==> src/rtl/hbia_pkg.sv <==
// shared constants for the hinted bitmap id allocator
// no dependencies
package hbia_pkg;

  localparam int VALUE_W = 16;

  localparam int ID_COUNT_DEF  = 1024;
  localparam int WORD_BITS_DEF = 32;

  localparam logic [VALUE_W-1:0] TOP_TYPE_RESET = 16'hFFFF;

endpackage

==> src/rtl/hinted_bitmap_id_allocator_unit.sv <==
// hinted bitmap id allocator, top level with the bitmap memory and sequencer
// depends on hbia_pkg
//
// channel | direction | handshake            | payload
// --------+-----------+----------------------+---------------------
// in      | in        | in_valid / in_stall  | hint
// out     | out       | out_valid / out_stall| granted_value, ok
// cfg     | in        | cfg_valid / cfg_ready| cfg_data (top_type)
//
// after rst the bitmap is cleared one word a cycle, every word once, with in_stall high
// a request whose hint is free steps through div, hint read, hint check and finish
// a request that scans adds a read and a check state for each of the k bitmap words read
// (one read port, one read then one priority encode per word)
// the result sits in an output register, so a stalled out beat does not block the
// next accept, only the finish of the following request
module hinted_bitmap_id_allocator_unit
  import hbia_pkg::*;
#(
  parameter int ID_COUNT  = ID_COUNT_DEF,
  parameter int WORD_BITS = WORD_BITS_DEF
) (
  input  logic               clk,
  input  logic               rst,
  input  logic               in_valid,
  output logic               in_stall,
  input  logic [VALUE_W-1:0] hint,
  output logic               out_valid,
  input  logic               out_stall,
  output logic [VALUE_W-1:0] granted_value,
  output logic               ok,
  input  logic               cfg_valid,
  output logic               cfg_ready,
  input  logic [VALUE_W-1:0] cfg_data
);

  // geometry of the bitmap
  localparam int WORD_COUNT = (ID_COUNT + WORD_BITS - 1) / WORD_BITS;
  localparam int WW         = (WORD_COUNT > 1) ? $clog2(WORD_COUNT) : 1;
  localparam int NW         = $clog2(WORD_COUNT + 1);
  localparam int BW         = $clog2(WORD_BITS);
  localparam int LAST_BITS  = ID_COUNT - (WORD_COUNT - 1) * WORD_BITS;

  // index / WORD_BITS by reciprocal multiply, exact for 16-bit indexes
  localparam int SH     = VALUE_W + BW;
  localparam int RECIP  = ((1 << SH) + WORD_BITS - 1) / WORD_BITS;
  localparam int PROD_W = 2 * VALUE_W + 1;

  typedef enum logic [7:0] {
    ST_CLEAR = 8'b0000_0001,
    ST_IDLE  = 8'b0000_0010,
    ST_DIV   = 8'b0000_0100,
    ST_HREAD = 8'b0000_1000,
    ST_HCHK  = 8'b0001_0000,
    ST_SREAD = 8'b0010_0000,
    ST_SCHK  = 8'b0100_0000,
    ST_FIN   = 8'b1000_0000
  } state_t;

  state_t state, state_next;

  // bitmap memory, one word per entry
  logic [WORD_BITS-1:0] mem [WORD_COUNT];
  logic [WORD_BITS-1:0] rd_data;
  logic                 rd_en;
  logic [WW-1:0]        rd_addr;
  logic                 wr_en;
  logic [WW-1:0]        wr_addr;
  logic [WORD_BITS-1:0] wr_data;

  // registers
  logic [VALUE_W-1:0] top_type;
  logic [VALUE_W-1:0] want_idx;
  logic               in_range;
  logic [PROD_W-1:0]  prod;
  logic [WW-1:0]      want_word;
  logic [BW-1:0]      want_bit;
  logic [NW-1:0]      nfh_word;
  logic [BW-1:0]      nfh_bit;
  logic [WW-1:0]      scan_word;
  logic [WW-1:0]      clr_cnt;
  logic [WW-1:0]      grant_word;
  logic [BW-1:0]      grant_bit;
  logic               grant_ok;

  // combinational helpers
  logic [VALUE_W:0]     diff;
  logic [VALUE_W-1:0]   quot;
  logic [VALUE_W-1:0]   rem;
  logic [WORD_BITS-1:0] masked;
  logic                 scan_found;
  logic [BW-1:0]        scan_pos;
  logic                 first_word;
  logic                 last_word;
  logic                 out_free;
  logic                 hint_hit;

  assign cfg_ready = 1'b1;
  assign in_stall  = (state != ST_IDLE);
  assign out_free  = !out_valid || !out_stall;

  // mirror hint to an index; negative when the hint is above top_type
  assign diff = {1'b0, top_type} - {1'b0, hint};

  // quotient and remainder of the registered product
  assign quot = VALUE_W'(prod >> SH);
  assign rem  = want_idx - VALUE_W'(32'(quot) * 32'(WORD_BITS));

  assign hint_hit   = in_range && !rd_data[want_bit];
  assign first_word = (NW'(scan_word) == nfh_word);
  assign last_word  = (scan_word == WW'(WORD_COUNT - 1));

  // mask bits below the scan start and bits past the last id, then find lowest zero
  always_comb begin
    for (int j = 0; j < WORD_BITS; j++) begin
      masked[j] = rd_data[j] | (first_word && (j < int'(nfh_bit)))
                             | (last_word && (j >= LAST_BITS));
    end
    scan_found = 1'b0;
    scan_pos   = '0;
    for (int j = WORD_BITS - 1; j >= 0; j--) begin
      if (!masked[j]) begin
        scan_found = 1'b1;
        scan_pos   = BW'(j);
      end
    end
  end

  // sequencer, memory port control
  always_comb begin
    state_next = state;
    rd_en      = 1'b0;
    rd_addr    = scan_word;
    wr_en      = 1'b0;
    wr_addr    = scan_word;
    wr_data    = rd_data;
    case (state)
      ST_CLEAR: begin
        wr_en   = 1'b1;
        wr_addr = clr_cnt;
        wr_data = '0;
        if (clr_cnt == WW'(WORD_COUNT - 1)) begin
          state_next = ST_IDLE;
        end
      end
      ST_IDLE: begin
        if (in_valid) begin
          state_next = ST_DIV;
        end
      end
      ST_DIV: begin
        state_next = ST_HREAD;
      end
      ST_HREAD: begin
        rd_en      = 1'b1;
        rd_addr    = quot[WW-1:0];
        state_next = ST_HCHK;
      end
      ST_HCHK: begin
        if (hint_hit) begin
          wr_en      = 1'b1;
          wr_addr    = want_word;
          wr_data    = rd_data | (WORD_BITS'(1) << want_bit);
          state_next = ST_FIN;
        end else if (nfh_word == NW'(WORD_COUNT)) begin
          state_next = ST_FIN;
        end else begin
          state_next = ST_SREAD;
        end
      end
      ST_SREAD: begin
        rd_en      = 1'b1;
        rd_addr    = scan_word;
        state_next = ST_SCHK;
      end
      ST_SCHK: begin
        if (scan_found) begin
          wr_en      = 1'b1;
          wr_addr    = scan_word;
          wr_data    = rd_data | (WORD_BITS'(1) << scan_pos);
          state_next = ST_FIN;
        end else if (last_word) begin
          state_next = ST_FIN;
        end else begin
          state_next = ST_SREAD;
        end
      end
      ST_FIN: begin
        if (out_free) begin
          state_next = ST_IDLE;
        end
      end
      default: begin
        state_next = ST_CLEAR;
      end
    endcase
  end

  always_ff @(posedge clk) begin
    if (wr_en) begin
      mem[wr_addr] <= wr_data;
    end
    if (rd_en) begin
      rd_data <= mem[rd_addr];
    end
  end

  // control state
  always_ff @(posedge clk) begin
    if (rst) begin
      state     <= ST_CLEAR;
      clr_cnt   <= '0;
      top_type  <= TOP_TYPE_RESET;
      nfh_word  <= '0;
      nfh_bit   <= '0;
      out_valid <= 1'b0;
    end else begin
      state <= state_next;
      if (cfg_valid) begin
        top_type <= cfg_data;
      end
      if (state == ST_CLEAR) begin
        clr_cnt <= clr_cnt + WW'(1);
      end
      // scan hit moves the start pointer past the granted bit
      if (state == ST_SCHK && scan_found) begin
        if (scan_pos == BW'(WORD_BITS - 1)) begin
          nfh_word <= NW'(scan_word) + NW'(1);
          nfh_bit  <= '0;
        end else begin
          nfh_word <= NW'(scan_word);
          nfh_bit  <= scan_pos + BW'(1);
        end
      end
      if (state == ST_FIN && out_free) begin
        out_valid <= 1'b1;
      end else if (!out_stall) begin
        out_valid <= 1'b0;
      end
    end
  end

  // payload registers
  always_ff @(posedge clk) begin
    case (state)
      ST_IDLE: begin
        want_idx <= diff[VALUE_W-1:0];
        in_range <= !diff[VALUE_W] &&
                    ((VALUE_W + 1)'(diff[VALUE_W-1:0]) < (VALUE_W + 1)'(ID_COUNT));
      end
      ST_DIV: begin
        prod <= PROD_W'(want_idx) * PROD_W'(RECIP);
      end
      ST_HREAD: begin
        want_word <= quot[WW-1:0];
        want_bit  <= rem[BW-1:0];
      end
      ST_HCHK: begin
        grant_word <= want_word;
        grant_bit  <= want_bit;
        grant_ok   <= hint_hit;
        scan_word  <= nfh_word[WW-1:0];
      end
      ST_SCHK: begin
        grant_word <= scan_word;
        grant_bit  <= scan_pos;
        grant_ok   <= scan_found;
        if (!scan_found && !last_word) begin
          scan_word <= scan_word + WW'(1);
        end
      end
      ST_FIN: begin
        if (out_free) begin
          ok <= grant_ok;
          if (grant_ok) begin
            // index mirrored back to a value, wraps when the index exceeds top_type
            granted_value <= top_type - VALUE_W'(32'(grant_word) * 32'(WORD_BITS)
                                                 + 32'(grant_bit));
          end else begin
            granted_value <= '0;
          end
        end
      end
      default: begin
      end
    endcase
  end

endmodule

==> config.mk <==
export PLATFORM = sky130hd
export DESIGN_NAME = hinted_bitmap_id_allocator_unit
export DESIGN_NICKNAME = d
export VERILOG_FILES = /design/src/rtl/hbia_pkg.sv /design/src/rtl/hinted_bitmap_id_allocator_unit.sv
export SDC_FILE = /design/constraint.sdc
export NUM_CORES = 2
export LEC_CHECK = 0
export ABC_AREA = 1
export BUFFER_PORTS_ARGS = -buffer_cell sky130_fd_sc_hd__buf_2
export CAP_MARGIN = 20
export CORE_UTILIZATION = 30
export CTS_CLUSTER_SIZE = 8
export DETAILED_ROUTE_END_ITERATION = 12
export SYNTH_ARGS = -nofsm -noshare
export SYNTH_HDL_FRONTEND = slang
export SYNTH_SLANG_ARGS = --single-unit
==> constraint.sdc <==
create_clock -name clk -period 5.55 [get_ports clk]
set_clock_uncertainty 0.2 [all_clocks]
set_input_delay 0.2775 -clock clk [delete_from_list [all_inputs] [get_ports clk]]
set_output_delay 0.2775 -clock clk [all_outputs]
set_load 0.005 [all_outputs]
==> results.toml <==
[detailed_routing]
drt_pass1_iterations = 5
ant_nets = 0
vias = 33757
drtIter0Drc = 4060
vias_per_cell = 5.40
wl_per_cell_um = 24.2
drcViolationCount = 0
wl_um = 151000

[place]
dp_slack_ns = 0.610
place_congestion = 0.970
port_buffers = 55
numPlacedInstances = 5982
dp_hpwl_um = 79800

[worst_setup_path]
worstSetupPathType = "flop to flop"
cp_cell_sequence = "nand2_1 > inv_1 > a21oi_1 > o211ai_1 > o31ai_1 > a21oi_1 > o21ai_1 > nand2_1 > inv_2 > nand2_1 > o21ai_1 > nand3_1 > inv_1 > nand3_2 > nor2_4 > buf_4"
slowest_stage = "edfxtp_1"
worstPathArrival_ns = 5.08
worstSetupStartpointType = "flop"
cp_max_fo = 20
crit_top_cell = "nand2_1"
endpoint_kind = "flop"
path_buf_inv = 4
crit_cells = 16
crit_family = "simple AND/OR/NAND/NOR gates"
r2r_cells = 16
slowest_delay_ns = 0.52
cp.required_ns = 5.75

[global_route]
antenna_found_initial = 0
grt-ovfl-total = 0
grt_pass1_vias = 32090
grt_pass1_wl_um = 219000
grt_max_degree = 168
grt.total_usage_pct = 18.2

[cells_and_area]
layout_common_cells = "edfxtp_1 (1115), nor2_1 (597), o21ai_0 (561)"
layout-drive-gt1-share_pct = 12.6
insertedDiodeCount = 0
layout_commonest_cell = "edfxtp_1"
syn_to_final_growth_pct = 18.8
stdcell_count = 6247
nets = 4156

[yosys]
synth_seq_cells = 1156
synth_area_leaders = "edfxtp_1 (69%), o21ai_0 (5.8%), nor2_1 (4.9%)"
ys_seq_area_share_pct = 71.0
ys_warn_count = 0
synthFlopType = "edfxtp_1"
synth_nets = 3970
syn_area_per_cell_um2 = 12.4
ys_types = 60
async_reset_ff_share_pct = 0
syn-cell-area_mm2 = 0.0483
synth-edff-count = 1115
yosysTopAreaCell = "edfxtp_1"
synthCells = 3884
yosysTopAreaCellShare_pct = 69.3

[clocking]
htree_levels = 4
cts_tree = "done"
clk_latency_ns = 0.78
cts_resized = 0
cts_setup_buffers = 0
clkSinkCount = 1156
cts_buffers = 163
path_clk_slew_ns = 0.05
clockBufferDepth = 3
hold_buffers = 64
clock-root-buffer = "clkbuf_16"

[power_and_ir_drop]
switchingPower_uw = 4710
pwr-share-seq_pct = 49.9
p_int_uw = 15800
vdd_ir_drop_max_v = 0.000272
p_per_area_mw_per_mm2 = 358
swShare_pct = 22.9
pwr-share-clk_pct = 43.2
p_leak_uw = 0.0193
p_comb_share_pct = 6.8

[run]
maxCapViolCount = 0

[sta]
tns_ns = 0
finalWorstSetupSlack_ns = 0.663
slew_violations = 0
period_needed_ns = 4.89
worst_slew_pin_slew_ns = 1.11
finalSetupViolCount = 0
slew_headroom_pct = 26.2
finalHoldViolCount = 0
rsz0062_at_grt = "no"
fin_crit_sh_pct = 88.0
clock.fmax_mhz = 205

[min_path]
hold_depth = 5
min_path_type = "primary input to flop"

[die]
rows = 146
coreArea_mm2 = 0.159
dieHeight_um = 403
dieArea_mm2 = 0.163
die_x_um = 403
pin_count = 57
initial_core_util_pct = 30.4

[outcome]
status = "complete, no violations"
[tightest hold or removal path, cell delays in order]
cell	delay [ns]
buf_2	0.10
inv_1	0.07
ha_1	0.17
o21bai_1	0.15
xor2_1	0.08
[Yosys cell counts, types with 5 or more instances]
master and count:
o21bai_1 5, o221ai_1 226, inv_1 196, o21ai_0 563
nor2_1 630, o21ai_1 53, o211ai_1 61, nor2_2 10
xor2_1 8, nand4_1 10, a22oi_1 7, nand3_2 5
buf_1 10, inv_2 27, a31oi_1 67, ha_1 47
o22ai_1 66, nand3_1 77, nor3_1 25, buf_2 44
dfxtp_1 41, a221oi_1 5, xnor2_1 7, nand2_1 233
edfxtp_1 1115, a21oi_1 93, clkbuf_1 187
[metrics by stage]
step / instance area (µm²) / hold slack [ns] / total power, µW / util, %
finish: 57400 / 0.0585 / 20500 / 36.1
global route: 57400 / 0.0580 / 21100 / 36.1
CTS: 57300 / 0.0204 / 20600 / 36.0
detailed placement: 52200 / 0.205 / 11800 / 32.8
global placement: 52200 / 0.211 / 11700 / 32.8
floorplan: 48300 / 0.200 / 11100 / -
[per-layer routing]
metal / up-vias / global-route usage (%) / routed length, µm
li1: 14858 / - / -
met1: 16966 / 25.9 / 64900
met2: 1669 / 28.4 / 68900
met3: 264 / 2.90 / 13300
met4: 0 / 5.62 / 4060
met5: - / 0 / 0
[registers in the layout, indices dropped and copies added (netlist names), 6 cells and up]
register,flops
granted_value,16
mem,1024
nfh_word,6
rd_data,32
state,8
top_type,16
want_idx,10
[cell type report]
type | count | area (µm²)
fill | 15238 | 102000
clock buffer | 179 | 4160
clock inverter | 17 | 303
tap | 2146 | 2690
sequential | 1156 | 34300
inverter | 229 | 882
timing repair buffer | 267 | 2500
multi-input combinational | 2253 | 12600
[final timing paths]
kind                         start               endpoint  slack [ns]
max          want_bit[0]$_DFFE_PN_   mem[16][4]$_DFFE_PP_        0.66
min                        hint[5]  want_idx[6]$_DFFE_PP_        0.06
max reg2reg  want_bit[0]$_DFFE_PN_   mem[16][4]$_DFFE_PP_        0.66
min reg2reg  want_idx[5]$_DFFE_PP_     prod[21]$_DFFE_PP_        0.23
[logic make-up (layout without fill, tap and decap cells)]
group	after synthesis	count (layout)	share of synthesized area, %
XOR/XNOR	15	15	0.272
other	1	1	0.00776
buffers and inverters	475	692	3.86
AO/OA/AOI/OAI	1174	1174	14.9
AND/OR/NAND/NOR	1014	1014	8.63
flip-flops	1156	1156	71.0
adder cells (fa/ha/maj)	49	49	1.30
[power by group through the flow]
stage          Combinational [µW]  Sequential, µW  Clock (µW)
2_1_floorplan                 657           10400           0
3_5_place_dp                 1340           10400           0
3_3_place_gp                 1320           10400           0
4_1_cts                      1390           10300        9000
6_report                     1400           10200        8870
5_1_grt                      1490           10300        9350
Power figures use the tool's default switching activity.
